--- config.mk ---
export PLATFORM = sky130hd
export DESIGN_NAME = sync_length_checksum_deframer_flat
export DESIGN_NICKNAME = d
export VERILOG_FILES = /design/src/slcd_pkg.sv /design/src/slcd_ifs.sv /design/src/slcd_inq.sv /design/src/slcd_core.sv /design/src/sync_length_checksum_deframer.sv /design/src/flat_wrapper.sv
export SDC_FILE = /design/constraint.sdc
export NUM_CORES = 1
export LEC_CHECK = 0
export BUFFER_PORTS_ARGS = -buffer_cell sky130_fd_sc_hd__buf_2
export CORE_ASPECT_RATIO = 1.2
export CORE_UTILIZATION = 60
export CTS_BUF_LIST = sky130_fd_sc_hd__clkbuf_4 sky130_fd_sc_hd__clkbuf_8 sky130_fd_sc_hd__clkbuf_16
export DETAILED_ROUTE_END_ITERATION = 6
export PLACE_DENSITY_LB_ADDON = 0.05
export REMOVE_ABC_BUFFERS = 1
export SYNTH_ARGS = -nofsm -noshare
export SYNTH_HDL_FRONTEND = slang
export SYNTH_SLANG_ARGS = --single-unit
--- constraint.sdc ---
create_clock -name clk -period 5.3 [get_ports clk]
set_input_delay 1.06 -clock clk [delete_from_list [all_inputs] [get_ports clk]]
set_output_delay 1.06 -clock clk [all_outputs]
set_load 0.02 [all_outputs]
--- src/slcd_pkg.sv ---
package slcd_pkg;

	localparam int DEF_SYNC_LEN    = 2;
	localparam int DEF_STORE_DEPTH = 64;

	// Frame layout: length (2 bytes) and header checksum follow the sync.
	localparam int HDR_TAIL     = 3;
	// Password, command and application checksum.
	localparam int APP_FIXED    = 7;
	localparam int ERR_LEN      = 4;
	localparam int MAX_RESULTS  = 64;
	localparam int MAX_APP_LEN  = MAX_RESULTS + 10;
	localparam int MIN_APP_RST  = 11;

	localparam int INQ_DEPTH    = 4;

	localparam int CFG_IDX_W    = 1;
	localparam int CFG_DATA_W   = 32;
	localparam logic [CFG_IDX_W-1:0] REG_SYNC_PATTERN = 1'b0;
	localparam logic [CFG_IDX_W-1:0] REG_MIN_APP_LEN  = 1'b1;

	localparam logic KIND_INFO = 1'b0;
	localparam logic KIND_DATA = 1'b1;

	typedef enum logic [2:0] {
		ST_IDLE,
		ST_SCAN,
		ST_HDR,
		ST_LEN,
		ST_APP,
		ST_INFO,
		ST_DATA
	} state_t;

	typedef struct packed {
		logic       valid;
		logic [7:0] data;
	} inq_head_t;

	typedef struct packed {
		logic idle;
		logic full;
	} core_status_t;

endpackage

--- src/slcd_ifs.sv ---
interface slcd_byte_if;
	logic       valid;
	logic       ready;
	logic [7:0] rx_byte;

	modport source (output valid, output rx_byte, input ready);
	modport sink (input valid, input rx_byte, output ready);
endinterface

interface slcd_res_if;
	logic        valid;
	logic        ready;
	logic        item_kind;
	logic [31:0] frame_password;
	logic [15:0] frame_command;
	logic [31:0] frame_error_code;
	logic [7:0]  data_byte;
	logic        last_of_frame;

	modport source (output valid, output item_kind, output frame_password,
		output frame_command, output frame_error_code, output data_byte,
		output last_of_frame, input ready);
	modport sink (input valid, input item_kind, input frame_password,
		input frame_command, input frame_error_code, input data_byte,
		input last_of_frame, output ready);
endinterface

--- src/slcd_inq.sv ---
module slcd_inq import slcd_pkg::*; (
	input  logic      clk,
	input  logic      arst_n,
	slcd_byte_if.sink rx,
	output inq_head_t head,
	input  logic      pop
);

	localparam int PW   = $clog2(INQ_DEPTH);
	localparam int CNTW = $clog2(INQ_DEPTH + 1);

	logic [7:0]      buf_q [INQ_DEPTH];
	logic [PW-1:0]   rp_q;
	logic [PW-1:0]   wp_q;
	logic [CNTW-1:0] cnt_q;
	logic            push;
	logic            pull;

	assign rx.ready   = cnt_q != CNTW'(INQ_DEPTH);
	assign push       = rx.valid && rx.ready;
	assign pull       = pop && (cnt_q != '0);
	assign head.valid = cnt_q != '0;
	assign head.data  = buf_q[rp_q];

	always_ff @(posedge clk or negedge arst_n) begin
		if (!arst_n) begin
			rp_q  <= '0;
			wp_q  <= '0;
			cnt_q <= '0;
		end else begin
			if (push) begin
				wp_q <= wp_q + 1'b1;
			end
			if (pull) begin
				rp_q <= rp_q + 1'b1;
			end
			if (push && !pull) begin
				cnt_q <= cnt_q + 1'b1;
			end else if (pull && !push) begin
				cnt_q <= cnt_q - 1'b1;
			end
		end
	end

	always_ff @(posedge clk) begin
		if (push) begin
			buf_q[wp_q] <= rx.rx_byte;
		end
	end

endmodule

--- src/slcd_core.sv ---
module slcd_core import slcd_pkg::*; #(
	parameter int SYNC_LEN    = DEF_SYNC_LEN,
	parameter int STORE_DEPTH = DEF_STORE_DEPTH
) (
	input  logic                  clk,
	input  logic                  arst_n,
	input  inq_head_t             inq,
	output logic                  pop,
	input  logic                  cfg_we,
	input  logic [CFG_IDX_W-1:0]  cfg_index,
	input  logic [CFG_DATA_W-1:0] cfg_wdata,
	slcd_res_if.source            res,
	output core_status_t          status
);

	localparam int AW       = (STORE_DEPTH > 1) ? $clog2(STORE_DEPTH) : 1;
	localparam int CW       = $clog2(STORE_DEPTH + 1);
	localparam int LINK_HDR = SYNC_LEN + HDR_TAIL;
	localparam int DATA_OFF = LINK_HDR + APP_FIXED - 1 + ERR_LEN;

	function automatic logic [AW-1:0] wrap(input logic [AW-1:0] base, input logic [CW-1:0] off);
		logic [CW:0] s;
		s = {{(CW + 1 - AW){1'b0}}, base} + {1'b0, off};
		if (s >= (CW + 1)'(STORE_DEPTH)) begin
			s = s - (CW + 1)'(STORE_DEPTH);
		end
		return s[AW-1:0];
	endfunction

	logic [31:0] sync_pattern_q;
	logic [6:0]  min_len_q;

	function automatic logic [7:0] sbyte(input int j);
		return sync_pattern_q[8*(SYNC_LEN-1-j) +: 8];
	endfunction

	state_t        state_q;
	state_t        state_n;
	logic [AW-1:0] head_q;
	logic [CW-1:0] count_q;
	logic [CW-1:0] idx_q;
	logic          fetch_q;
	logic          ovalid_q;

	logic [7:0]    mem [STORE_DEPTH];
	logic [7:0]    rd_data_q;
	logic [AW-1:0] rd_addr;
	logic [AW-1:0] wr_addr;

	logic [7:0]    win_q [SYNC_LEN];
	logic [7:0]    win_next [SYNC_LEN];
	logic [7:0]    sum_q;
	logic [7:0]    sum_n;
	logic [15:0]   len_q;
	logic [CW-1:0] total_q;
	logic          hok_q;
	logic [31:0]   pwd_q;
	logic [15:0]   cmd_q;
	logic [31:0]   err_q;

	logic          kind_q;
	logic [31:0]   opwd_q;
	logic [15:0]   ocmd_q;
	logic [31:0]   oerr_q;
	logic [7:0]    obyte_q;
	logic          olast_q;

	logic          avail;
	logic          out_free;
	logic          scan_done;
	logic          hit;
	logic [CW-1:0] tail_len;
	logic [CW-1:0] pos;
	logic          hdr_short;
	logic          hdr_last;
	logic          app_last;
	logic          data_last;
	logic          sum_ok;
	logic [16:0]   total_w;
	logic          len_big;
	logic          len_wait;
	logic          len_short;
	logic [6:0]    eff_min;
	logic          has_err;
	logic          biz_none;
	logic [CW-1:0] off;
	logic          load_info;
	logic          load_data;

	assign rd_addr   = wrap(head_q, idx_q);
	assign wr_addr   = wrap(head_q, count_q);
	assign avail     = !fetch_q;
	assign out_free  = !ovalid_q || res.ready;
	assign scan_done = idx_q == count_q;
	assign pos       = idx_q - CW'(SYNC_LEN - 1);
	assign hdr_short = count_q < CW'(LINK_HDR);
	assign hdr_last  = idx_q == CW'(SYNC_LEN + 2);
	assign app_last  = idx_q == total_q - CW'(1);
	assign data_last = idx_q == total_q - CW'(2);
	assign sum_n     = sum_q + rd_data_q;
	assign sum_ok    = rd_data_q == (8'd0 - sum_q);
	assign total_w   = {1'b0, len_q} + 17'(LINK_HDR);
	assign len_big   = (len_q > 16'(MAX_APP_LEN)) || (total_w > 17'(STORE_DEPTH));
	assign len_wait  = 17'(count_q) < total_w;
	assign eff_min   = (min_len_q < 7'(APP_FIXED)) ? 7'(APP_FIXED) : min_len_q;
	assign len_short = len_q < {9'd0, eff_min};
	assign has_err   = len_q >= 16'(APP_FIXED + ERR_LEN);
	assign biz_none  = len_q <= 16'(APP_FIXED + ERR_LEN);
	assign off       = idx_q - CW'(LINK_HDR);

	// The window holds the last SYNC_LEN bytes walked, newest at the top.
	always_comb begin
		for (int k = 0; k < SYNC_LEN - 1; k++) begin
			win_next[k] = win_q[k+1];
		end
		win_next[SYNC_LEN-1] = rd_data_q;
		hit = idx_q >= CW'(SYNC_LEN - 1);
		for (int k = 0; k < SYNC_LEN; k++) begin
			if (win_next[k] != sbyte(k)) begin
				hit = 1'b0;
			end
		end
	end

	// Longest tail of the store that equals a prefix of the sync; it is kept.
	always_comb begin
		logic ok;
		tail_len = '0;
		for (int t = 1; t < SYNC_LEN; t++) begin
			ok = CW'(t) <= count_q;
			for (int j = 0; j < t; j++) begin
				if (win_q[SYNC_LEN-t+j] != sbyte(j)) begin
					ok = 1'b0;
				end
			end
			if (ok) begin
				tail_len = CW'(t);
			end
		end
	end

	always_comb begin
		state_n = state_q;
		unique case (state_q)
			ST_IDLE: begin
				if (inq.valid) begin
					state_n = ST_SCAN;
				end
			end
			ST_SCAN: begin
				if (scan_done) begin
					state_n = ST_IDLE;
				end else if (avail && hit) begin
					state_n = ST_HDR;
				end
			end
			ST_HDR: begin
				if (hdr_short) begin
					state_n = ST_IDLE;
				end else if (avail && hdr_last) begin
					state_n = ST_LEN;
				end
			end
			ST_LEN: begin
				if (!hok_q || len_big) begin
					state_n = ST_SCAN;
				end else if (len_wait) begin
					state_n = ST_IDLE;
				end else if (len_short) begin
					state_n = ST_SCAN;
				end else begin
					state_n = ST_APP;
				end
			end
			ST_APP: begin
				if (avail && app_last) begin
					state_n = sum_ok ? ST_INFO : ST_SCAN;
				end
			end
			ST_INFO: begin
				if (out_free) begin
					state_n = biz_none ? ST_IDLE : ST_DATA;
				end
			end
			ST_DATA: begin
				if (avail && out_free && data_last) begin
					state_n = ST_IDLE;
				end
			end
			default: state_n = ST_IDLE;
		endcase
	end

	always_comb begin
		pop       = 1'b0;
		load_info = 1'b0;
		load_data = 1'b0;
		unique case (state_q)
			ST_IDLE: pop       = inq.valid;
			ST_INFO: load_info = out_free;
			ST_DATA: load_data = avail && out_free;
			default: begin
			end
		endcase
	end

	always_ff @(posedge clk or negedge arst_n) begin
		if (!arst_n) begin
			state_q        <= ST_IDLE;
			head_q         <= '0;
			count_q        <= '0;
			idx_q          <= '0;
			fetch_q        <= 1'b1;
			ovalid_q       <= 1'b0;
			sync_pattern_q <= '0;
			min_len_q      <= 7'(MIN_APP_RST);
		end else begin
			state_q <= state_n;
			fetch_q <= 1'b0;
			if (cfg_we) begin
				unique case (cfg_index)
					REG_SYNC_PATTERN: sync_pattern_q <= cfg_wdata;
					REG_MIN_APP_LEN:  min_len_q      <= cfg_wdata[6:0];
					default: begin
					end
				endcase
			end
			if (load_info || load_data) begin
				ovalid_q <= 1'b1;
			end else if (res.ready) begin
				ovalid_q <= 1'b0;
			end
			case (state_q)
				ST_IDLE: begin
					if (pop) begin
						// A full store loses its oldest byte to the new one.
						if (count_q == CW'(STORE_DEPTH)) begin
							head_q <= wrap(head_q, CW'(1));
						end else begin
							count_q <= count_q + CW'(1);
						end
						idx_q   <= '0;
						fetch_q <= 1'b1;
					end
				end
				ST_SCAN: begin
					if (scan_done) begin
						head_q  <= wrap(head_q, count_q - tail_len);
						count_q <= tail_len;
					end else if (avail) begin
						if (hit) begin
							head_q  <= wrap(head_q, pos);
							count_q <= count_q - pos;
							idx_q   <= '0;
						end else begin
							idx_q <= idx_q + CW'(1);
						end
						fetch_q <= 1'b1;
					end
				end
				ST_HDR: begin
					if (avail && !hdr_short && !hdr_last) begin
						idx_q   <= idx_q + CW'(1);
						fetch_q <= 1'b1;
					end
				end
				ST_LEN: begin
					if (!hok_q || len_big) begin
						head_q  <= wrap(head_q, CW'(1));
						count_q <= count_q - CW'(1);
						idx_q   <= '0;
						fetch_q <= 1'b1;
					end else if (!len_wait) begin
						if (len_short) begin
							head_q  <= wrap(head_q, total_w[CW-1:0]);
							count_q <= count_q - total_w[CW-1:0];
							idx_q   <= '0;
						end else begin
							idx_q <= CW'(LINK_HDR);
						end
						fetch_q <= 1'b1;
					end
				end
				ST_APP: begin
					if (avail) begin
						if (app_last) begin
							if (!sum_ok) begin
								head_q  <= wrap(head_q, CW'(1));
								count_q <= count_q - CW'(1);
								idx_q   <= '0;
								fetch_q <= 1'b1;
							end
						end else begin
							idx_q   <= idx_q + CW'(1);
							fetch_q <= 1'b1;
						end
					end
				end
				ST_INFO: begin
					if (out_free) begin
						if (biz_none) begin
							head_q  <= wrap(head_q, total_q);
							count_q <= count_q - total_q;
						end else begin
							idx_q   <= CW'(DATA_OFF);
							fetch_q <= 1'b1;
						end
					end
				end
				ST_DATA: begin
					if (avail && out_free) begin
						if (data_last) begin
							head_q  <= wrap(head_q, total_q);
							count_q <= count_q - total_q;
						end else begin
							idx_q   <= idx_q + CW'(1);
							fetch_q <= 1'b1;
						end
					end
				end
				default: begin
				end
			endcase
		end
	end

	always_ff @(posedge clk) begin
		rd_data_q <= mem[rd_addr];
		if (pop) begin
			mem[wr_addr] <= inq.data;
		end
		case (state_q)
			ST_SCAN: begin
				if (avail && !scan_done) begin
					win_q <= win_next;
				end
				sum_q <= '0;
			end
			ST_HDR: begin
				if (avail && !hdr_short) begin
					if (hdr_last) begin
						hok_q <= sum_ok;
					end else begin
						sum_q <= sum_n;
					end
					if (idx_q == CW'(SYNC_LEN)) begin
						len_q[15:8] <= rd_data_q;
					end
					if (idx_q == CW'(SYNC_LEN + 1)) begin
						len_q[7:0] <= rd_data_q;
					end
				end
			end
			ST_LEN: begin
				total_q <= total_w[CW-1:0];
				sum_q   <= '0;
			end
			ST_APP: begin
				if (avail && !app_last) begin
					sum_q <= sum_n;
					if (off < CW'(4)) begin
						pwd_q <= {pwd_q[23:0], rd_data_q};
					end else if (off < CW'(6)) begin
						cmd_q <= {cmd_q[7:0], rd_data_q};
					end else if (off < CW'(6 + ERR_LEN)) begin
						err_q <= {err_q[23:0], rd_data_q};
					end
				end
			end
			default: begin
			end
		endcase
		if (load_info) begin
			kind_q  <= KIND_INFO;
			opwd_q  <= pwd_q;
			ocmd_q  <= cmd_q;
			oerr_q  <= has_err ? err_q : 32'd0;
			obyte_q <= 8'd0;
			olast_q <= biz_none;
		end else if (load_data) begin
			kind_q  <= KIND_DATA;
			opwd_q  <= 32'd0;
			ocmd_q  <= 16'd0;
			oerr_q  <= 32'd0;
			obyte_q <= rd_data_q;
			olast_q <= data_last;
		end
	end

	assign res.valid            = ovalid_q;
	assign res.item_kind        = kind_q;
	assign res.frame_password   = opwd_q;
	assign res.frame_command    = ocmd_q;
	assign res.frame_error_code = oerr_q;
	assign res.data_byte        = obyte_q;
	assign res.last_of_frame    = olast_q;

	assign status.idle = state_q == ST_IDLE;
	assign status.full = count_q == CW'(STORE_DEPTH);

endmodule

--- src/sync_length_checksum_deframer.sv ---
// Channel   Dir  Payload                                        Handshake
// rx        in   rx_byte                                        valid/ready
// res       out  item_kind, frame_password, frame_command,      valid/ready
//                frame_error_code, data_byte, last_of_frame
// cfg       in   cfg_index, cfg_wdata                           cfg_we
//
// A four-entry input queue takes bytes while the frame engine works; the engine
// reads the byte store through one registered port and waits for each read to land.
// A scan walks the stored bytes one by one; a good frame has its checks run, then
// yields one info item and one item for each data byte.
// Reset clears the store pointers at once; no clearing pass is needed.
// Results sit in an output register; a stalled sink holds the engine and, once
// the input queue is full, the rx channel as well.
module sync_length_checksum_deframer import slcd_pkg::*; #(
	parameter int SYNC_LEN    = DEF_SYNC_LEN,
	parameter int STORE_DEPTH = DEF_STORE_DEPTH
) (
	input  logic                  clk,
	input  logic                  arst_n,
	slcd_byte_if.sink             rx,
	slcd_res_if.source            res,
	input  logic                  cfg_we,
	input  logic [CFG_IDX_W-1:0]  cfg_index,
	input  logic [CFG_DATA_W-1:0] cfg_wdata
);

	inq_head_t    inq;
	logic         pop;
	core_status_t status;

	slcd_inq u_inq (
		.clk    (clk),
		.arst_n (arst_n),
		.rx     (rx),
		.head   (inq),
		.pop    (pop)
	);

	slcd_core #(
		.SYNC_LEN    (SYNC_LEN),
		.STORE_DEPTH (STORE_DEPTH)
	) u_core (
		.clk       (clk),
		.arst_n    (arst_n),
		.inq       (inq),
		.pop       (pop),
		.cfg_we    (cfg_we),
		.cfg_index (cfg_index),
		.cfg_wdata (cfg_wdata),
		.res       (res),
		.status    (status)
	);

	a_data_fields: assert property (@(posedge clk) disable iff (!arst_n)
		res.valid && res.item_kind == KIND_DATA |->
		res.frame_password == 32'd0 && res.frame_command == 16'd0 &&
		res.frame_error_code == 32'd0)
		else $error("data item carries frame fields");

	a_info_fields: assert property (@(posedge clk) disable iff (!arst_n)
		res.valid && res.item_kind == KIND_INFO |-> res.data_byte == 8'd0)
		else $error("info item carries a data byte");

	a_idle_room: assert property (@(posedge clk) disable iff (!arst_n)
		status.idle |-> !status.full)
		else $error("store full while waiting for a byte");

endmodule

--- src/flat_wrapper.sv ---
// flat-port wrapper written by rule: the top's interface ports become plain ports
module sync_length_checksum_deframer_flat import slcd_pkg::*;
#(
	parameter int SYNC_LEN    = DEF_SYNC_LEN,
	parameter int STORE_DEPTH = DEF_STORE_DEPTH
)
  (clk, arst_n, cfg_we, cfg_index, cfg_wdata, rx_valid, rx_rx_byte, rx_ready, res_valid, res_item_kind, res_frame_password, res_frame_command, res_frame_error_code, res_data_byte, res_last_of_frame, res_ready);
  slcd_byte_if rx_i ();
  slcd_res_if res_i ();
  input  logic clk;
  input  logic arst_n;
  input  logic cfg_we;
  input  logic [CFG_IDX_W-1:0] cfg_index;
  input  logic [CFG_DATA_W-1:0] cfg_wdata;
  input wire logic [$bits(rx_i.valid)-1:0] rx_valid;
  input wire logic [$bits(rx_i.rx_byte)-1:0] rx_rx_byte;
  output wire logic [$bits(rx_i.ready)-1:0] rx_ready;
  output wire logic [$bits(res_i.valid)-1:0] res_valid;
  output wire logic [$bits(res_i.item_kind)-1:0] res_item_kind;
  output wire logic [$bits(res_i.frame_password)-1:0] res_frame_password;
  output wire logic [$bits(res_i.frame_command)-1:0] res_frame_command;
  output wire logic [$bits(res_i.frame_error_code)-1:0] res_frame_error_code;
  output wire logic [$bits(res_i.data_byte)-1:0] res_data_byte;
  output wire logic [$bits(res_i.last_of_frame)-1:0] res_last_of_frame;
  input wire logic [$bits(res_i.ready)-1:0] res_ready;
  assign rx_i.valid = rx_valid;
  assign rx_i.rx_byte = rx_rx_byte;
  assign rx_ready = rx_i.ready;
  assign res_valid = res_i.valid;
  assign res_item_kind = res_i.item_kind;
  assign res_frame_password = res_i.frame_password;
  assign res_frame_command = res_i.frame_command;
  assign res_frame_error_code = res_i.frame_error_code;
  assign res_data_byte = res_i.data_byte;
  assign res_last_of_frame = res_i.last_of_frame;
  assign res_i.ready = res_ready;
  sync_length_checksum_deframer #(.SYNC_LEN(SYNC_LEN), .STORE_DEPTH(STORE_DEPTH)) u_core (.clk(clk), .arst_n(arst_n), .rx(rx_i), .res(res_i), .cfg_we(cfg_we), .cfg_index(cfg_index), .cfg_wdata(cfg_wdata));
endmodule
# After elaboration in Yosys (flattened, before gate mapping)
# Memories as Yosys holds them, arrays and structs flattened. A register that Yosys moved wholly into a read port is not among the register bits.
# Index checks and enable logic that the tools add are counted.
[totals] elab_cells=287 regBits=265 memories=2 out_inout_bits=92 ramBits=544
[memory_table] memory="u_core.u_core.mem" words=64 width=8 rd=1 rd_clocked_by_memory_dff=1 write_ports=1 line_no="slcd_core.sv:45" text="logic [7:0] mem [STORE_DEPTH];"
[memory_table] memory="u_core.u_inq.buf_q" words=4 width=8 rd=1 rd_clocked_by_memory_dff=0 write_ports=1 line_no="slcd_inq.sv:12" text="logic [7:0] buf_q [INQ_DEPTH];"
[op_classes] n_mux=110 n_bitwise=3 add_sub_neg=32 n_reduce_logical=49 eq_ne=45 n_lt_le_gt_ge=20
[op_table] cell="two-way mux 7 bit" n=30
[op_table] cell="two-way mux 6 bit" n=22
[op_table] cell="two-way mux 32 bit" n=4
[op_table] cell="one-hot mux 7 bit (7 select lines)" n=1
[op_table] cell="adder 6 x 7 -> 8 bit" n=6
[op_table] cell=">= comparator 8 x 7 -> 1 bit (second input constant)" n=6
[op_table] cell="two-way mux 3 bit" n=16
[op_table] cell="one-hot mux 7 bit (6 select lines)" n=1
[op_table] cell="subtractor 6 x 1 -> 6 bit (second input constant)" n=7
[op_table] cell="inequality test 2 bit (second input constant)" n=19
[op_table] cell="one-hot mux 6 bit (6 select lines)" n=1
[op_table] cell="two-way mux 16 bit" n=2
[op_table] cell="< comparator 7 x 3 -> 1 bit (second input constant)" n=4
[op_table] cell="AND reduction 14 bit" n=2
[op_table] cell="subtractor 7 bit" n=4
[op_table] cell="two-way mux 1 bit" n=27
[op_table] cell="two-way mux 8 bit" n=3
[op_table] cell="inequality test 3 bit (second input constant)" n=8
[op_table] cell="one-hot mux 8 bit (3 select lines)" n=1
[op_table] cell="equality test 7 bit" n=3
[op_table] cell="one-hot mux 3 bit (7 select lines)" n=1
[op_table] cell="subtractor 7 x 1 -> 7 bit (second input constant)" n=3
[op_table] cell="adder 16 x 3 -> 17 bit (second input constant)" n=1
[op_table] cell="> comparator 17 x 7 -> 1 bit (second input constant)" n=1
[op_table] cell="other kinds (44)" n=86

# Depth between registers and ports, before layout
[depth] word_depth=9 mapped_depth=19 ltp_nobuf=17

# Modules after synthesis
# From an unflattened synthesis, not the netlist that was laid out.
[hier_totals] hier_cells=2003 area_unflattened_um2=34712.0
[by_module_without_submodules] module="slcd_core" instances=1 area_per_inst_um2=33113.0 cells_each=1926
[by_module_without_submodules] module="slcd_inq" instances=1 area_per_inst_um2=1599.0 cells_each=77

# Worst setup path after synthesis
# No wires, ideal clock.
[synth_path] path_kind="register to register" from="reg u_core.u_core.total_q[2]" to="reg u_core.u_core.pwd_q[0] (enable)" period_less_slack_ps=4419 path_stages_with_launch=9 t_required_ps=4839 t_arrival_ps=3958 n_path_buf=0 slack_ps=881 path_cell_list="edfxtp_1 -> inv_1 -> ha_1 -> nor3b_1 -> a21oi_1 -> o2111ai_1 -> a21oi_2 -> or3_1 -> nor3_1"
[synth_between] elab_chain_cells=5
[synth_lines] item="start, declared" line_no="slcd_core.sv:55" text="logic [CW-1:0] total_q;"
[synth_lines] item="start signal, assigned" line_no="slcd_core.sv:355" text="total_q <= total_w[CW-1:0];"
[synth_lines] item="subtractor 7 x 1 -> 7 bit" line_no="slcd_core.sv:98" text="assign app_last = idx_q == total_q - CW'(1);"
[synth_lines] item="equality test 7 bit" line_no="slcd_core.sv:98"
[synth_lines] item="zero test 1 bit" line_no="slcd_core.sv:359" text="if (avail && !app_last) begin"
[synth_lines] item="logical AND 1 bit" line_no="slcd_core.sv:359"
[synth_lines] item="AND reduction 3 bit (no source line)"
[synth_lines] item="end signal, assigned" line_no="slcd_core.sv:362" text="pwd_q <= {pwd_q[23:0], rd_data_q};"
[synth_lines] item="end, declared" line_no="slcd_core.sv:57" text="logic [31:0] pwd_q;"
# Every way passes these cells.
# A chain may end at the register's enable or synchronous reset.

# Final worst setup path
[layout_path] from="reg u_core.u_core.count_q[4]" to="reg u_core.u_core.head_q[5]"
[layout_between] elab_chain_cells=9
[layout_lines] item="start, declared" line_no="slcd_core.sv:40" text="logic [CW-1:0] count_q;"
[layout_lines] item="start signal, assigned" line_no="slcd_core.sv:240" text="count_q <= count_q + CW'(1);"
[layout_lines] item="start signal, assigned" line_no="slcd_core.sv:249" text="count_q <= tail_len;"
[layout_lines] item="start signal, assigned" line_no="slcd_core.sv:253" text="count_q <= count_q - pos;"
[layout_lines] item="<= comparator 1 x 7 -> 1 bit" line_no="slcd_core.sv:130" text="ok = CW'(t) <= count_q;"
[layout_lines] item="two-way mux 1 bit" line_no="slcd_core.sv:132" text="if (win_q[SYNC_LEN-t+j] != sbyte(j)) begin"
[layout_lines] item="two-way mux 1 bit" line_no="slcd_core.sv:136" text="if (ok) begin"
[layout_lines] item="subtractor 7 bit" line_no="slcd_core.sv:248" text="head_q <= wrap(head_q, count_q - tail_len);"
[layout_lines] item="adder 6 x 7 -> 8 bit" line_no="slcd_core.sv:23" text="s = {{(CW + 1 - AW){1'b0}}, base} + {1'b0, off};"
[layout_lines] item=">= comparator 8 x 7 -> 1 bit / subtractor 6 x 1 -> 6 bit (equally long branches)" line_no="slcd_core.sv:24, slcd_core.sv:25"
[layout_lines] item="two-way mux 6 bit" line_no="slcd_core.sv:24" text="if (s >= (CW + 1)'(STORE_DEPTH)) begin"
[layout_lines] item="two-way mux 6 bit" line_no="slcd_core.sv:247" text="if (scan_done) begin"
[layout_lines] item="one-hot mux 6 bit (6 select lines)" line_no="slcd_core.sv:233" text="case (state_q)"
[layout_lines] item="end signal, assigned" line_no="slcd_core.sv:238" text="head_q <= wrap(head_q, CW'(1));"
[layout_lines] item="end signal, assigned" line_no="slcd_core.sv:248"
[layout_lines] item="end signal, assigned" line_no="slcd_core.sv:252" text="head_q <= wrap(head_q, pos);"
[layout_lines] item="end, declared" line_no="slcd_core.sv:39" text="logic [AW-1:0] head_q;"
# Parallel ways exist; a longest one is shown, timed or not.

==> impl_metrics.py <==
metrics = {
    "run_status": {
        "status": "finished, final reports clean",
    },
    "global_routing": {
        "antenna_found_initial": 0,
        "grt_overflow_total": 0,
        "grt_max_degree": 82,
        "grt_pass1_wl_um": 116000,
        "grt_usage_pct": 26.7,
        "grt_pass1_vias": 18900,
    },
    "route": {
        "drt_wl_total_um": 77600,
        "firstDrtPassIters": 5,
        "num_vias": 18600,
        "drtIter0Drc": 1680,
        "wl_per_cell_um": 25.6,
        "drc": 0,
        "routed_via_density": 6.14,
        "postRouteAntennaNets": 0,
    },
    "synth": {
        "muxShareOfSynthArea_pct": 12.6,
        "netlist.area_leader.share_pct": 63.8,
        "synth.most_common_cell": "edfxtp_1",
        "synth-seq-cells": 817,
        "synth-compound-area-share_pct": 4.47,
        "syn_inst": 2057,
        "yosys.area_share.simple_pct": 6.69,
        "syn_avg_cell_area_um2": 17.0,
        "yosysSeqAreaShare_pct": 68.7,
        "syn-cell-area_um2": 35100,
        "ys.warnings.count": 0,
        "synth-edff-count": 745,
        "ys_top_cells_by_count": "745 x edfxtp_1, 168 x mux4_2, 154 x nor2_1",
        "yosys.cell_types.count": 83,
        "synth_top_family_by_area": "multiplexers",
        "async_flop_share_pct": 6.73,
        "synth-main-ff-cell": "edfxtp_1",
        "synthXorXnorAreaFrac_pct": 2.65,
        "synthAdderAreaFrac_pct": 3.23,
        "synth_top_area_cell": "edfxtp_1",
        "synth_area_leaders": "edfxtp_1 64%, mux4_2 11%, dfrtp_1 3.6%, ha_1 2.7%, nor2_1 1.6%",
    },
    "floorplan": {
        "start_util_pct": 61.1,
        "pin_count": 138,
        "die-area_um2": 59400,
        "coreArea_um2": 57400,
        "dieHeight_um": 267,
        "rows": 96,
        "die_w_um": 223,
    },
    "worst_setup_path": {
        "cp-start-kind": "flop",
        "timing.setup.critical_path_class": "reg2reg",
        "crit_required_ns": 5.82,
        "cp_max_fo": 11,
        "crit_path_end_kind": "flop",
        "cp.arrival_ns": 5.08,
    },
    "cts": {
        "htree_levels": 3,
        "ctsHoldBuffers": 0,
        "postCtsSetupRepairBufs": 0,
        "clockRootBuffer": "clkbuf_16",
        "clockBufferDepth": 3,
        "cts_tree": "done",
        "numCtsBuffers": 78,
        "clock-sinks": 817,
        "cts.repair.resized": 0,
        "clk-insertion-delay-late_ns": 0.63,
        "clk_pin_slew_ns": 0.07,
    },
    "flow_run": {
        "maxCapViolations": 0,
    },
    "layout": {
        "design_area_um2": 39400,
        "nets": 2362,
        "antenna_cells": 0,
        "nFillCells": 3752,
        "drive_gt1_share_pct": 23.7,
        "area_growth_pct": 12.4,
    },
    "sta": {
        "rsz0062_at_grt": "no",
        "skew_ns": 0.0192,
        "maxSlewHeadroom_pct": 10.2,
        "final_max_slew_viol_count": 0,
        "setup_viol": 0,
        "fin_crit_sh_pct": 86.1,
        "hold_viol": 0,
        "fmax_mhz": 219,
        "tightest_slew_ns": 1.35,
        "finalCriticalPeriod_ns": 4.56,
    },
    "place": {
        "io_buffer_count": 121,
        "dpl_cell_area_um2": 36800,
        "place_hpwl_um": 49900,
        "gp_congestion": 0.919,
    },
    "hold_path": {
        "hold_path.class": "reg2reg",
    },
}
==> layer usage <==
| metal | GRT usage (%) | up-vias | routed length (um) |
|---|---|---|---|
| met1 | 34.5 | 9462 | 30800 |
| met2 | 46.0 | 612 | 39900 |
| met3 | 4.14 | 143 | 4220 |
| li1 | - | 8360 | - |
| met5 | 0 | - | 0 |
| met4 | 9.86 | 0 | 2580 |
==> cell type report <==
class	instances	area [um2]	share of cell area [%]
Tap cell	735	920	2.33
Clock inverter	40	419	1.06
Multi-Input combinational cell	1096	10500	26.5
Sequential cell	817	24100	61.1
Clock buffer	102	2220	5.62
Timing Repair Buffer	179	1080	2.74
Inverter	59	221	0.562
==> cell usage in the layout, fill, tap and decap left out, types with 8 or more instances in the layout <==
| cell | count |
|---|---|
| nor4_1 | 9 |
| clkinv_1 | 11 |
| nor3_1 | 21 |
| nor2_1 | 153 |
| xnor2_1 | 50 |
| fa_1 | 8 |
| xor2_1 | 53 |
| mux2i_1 | 27 |
| a21o_1 | 20 |
| o21a_1 | 9 |
| and3_1 | 12 |
| dfxtp_1 | 17 |
| ha_1 | 75 |
| buf_2 | 121 |
| edfxtp_1 | 745 |
| a21oi_1 | 54 |
| clkbuf_16 | 81 |
| clkbuf_4 | 16 |
| clkinv_2 | 15 |
| nand3_1 | 27 |
| buf_4 | 55 |
| o21bai_1 | 9 |
| nand2_1 | 69 |
| o21ai_0 | 36 |
| nor2b_1 | 24 |
| mux4_2 | 168 |
| dfrtp_1 | 51 |
| mux2_2 | 24 |
| inv_1 | 58 |
| and2_1 | 88 |
| a211oi_1 | 10 |
| o211ai_1 | 9 |
==> stage by stage <==
step | util (%) | hold WS (ns) | worst slack, ns | std cells | setup TNS (ns)
5_1_grt | 68.6 | 0.447 | 0.468 | 3028 | 0
2_1_floorplan | - | 0.417 | -1.76 | 1972 | -14.04
4_1_cts | 68.6 | 0.438 | 0.761 | 3028 | 0
3_5_place_dp | 64.0 | 0.424 | 0.783 | 2886 | 0
6_report | 68.6 | 0.437 | 0.737 | 3028 | 0
3_3_place_gp | 64.0 | 0.419 | 0.816 | 2886 | 0
==> critical path, stage by stage (launching register included) <==
cell	delay (ns)
dfrtp_1	0.36
buf_4	0.20
or4_1	0.60
o311a_1	0.39
ha_1	0.21
ha_1	0.27
nor2_1	0.04
o21ai_0	0.15
o21ai_0	0.20
ha_1	0.37
a21o_1	0.16
a21o_1	0.22
a2111oi_0	0.43
a311o_1	0.23
xnor2_1	0.12
nand2b_1	0.12
o2111ai_1	0.11
mux2_4	0.27
==> worst paths after layout <==
path                                                from                         endpoint  depth (start not counted)  slack, ns
worst min-delay path              u_core.u_core.pwd_q[6]          u_core.u_core.pwd_q[14]                          0       0.44
max in group asynchronous                         arst_n  u_core.u_core.sync_pattern_q[8]                          2       4.18
min in group asynchronous                         arst_n         u_core.u_core.count_q[4]                          2       0.59
worst min register to register    u_core.u_core.pwd_q[6]          u_core.u_core.pwd_q[14]                          0       0.44
worst max-delay path            u_core.u_core.count_q[4]          u_core.u_core.head_q[5]                         17       0.74
worst max register to register  u_core.u_core.count_q[4]          u_core.u_core.head_q[5]                         17       0.74
==> sequential cells by signal, indices dropped and copies added, names as in the netlist, 6 cells and up <==
register,count
u_core.u_inq.buf_q,32
u_core.u_core.count_q,7
u_core.u_core.cmd_q,16
u_core.u_core.res.data_byte,8
u_core.u_core.err_q,32
u_core.u_core.res.frame_password,32
u_core.u_core.res.frame_error_code,32
u_core.u_core.head_q,6
u_core.u_core.min_len_q,7
u_core.u_core.mem,512
u_core.u_core.sum_q,8
u_core.u_core.total_q,7
u_core.u_core.idx_q,7
u_core.u_core.rd_data_q,8
u_core.u_core.pwd_q,32
u_core.u_core.win_next,8
u_core.u_core.sync_pattern_q,16
u_core.u_core.res.frame_command,16
u_core.u_core.len_q,16
==> logic make-up (layout without fill, tap and decap cells) <==
kind of cell,Yosys count,in the layout
flip-flops,817,817
AND/OR/NAND/NOR,456,456
AO/OA/AOI/OAI,225,225
multiplexers,224,224
buffers and inverters,144,380
XOR/XNOR,106,106
adder cells (fa/ha/maj),85,85
Power is not shown: default switching activity piles up to over one toggle a cycle in this logic, so the estimate is an artifact.
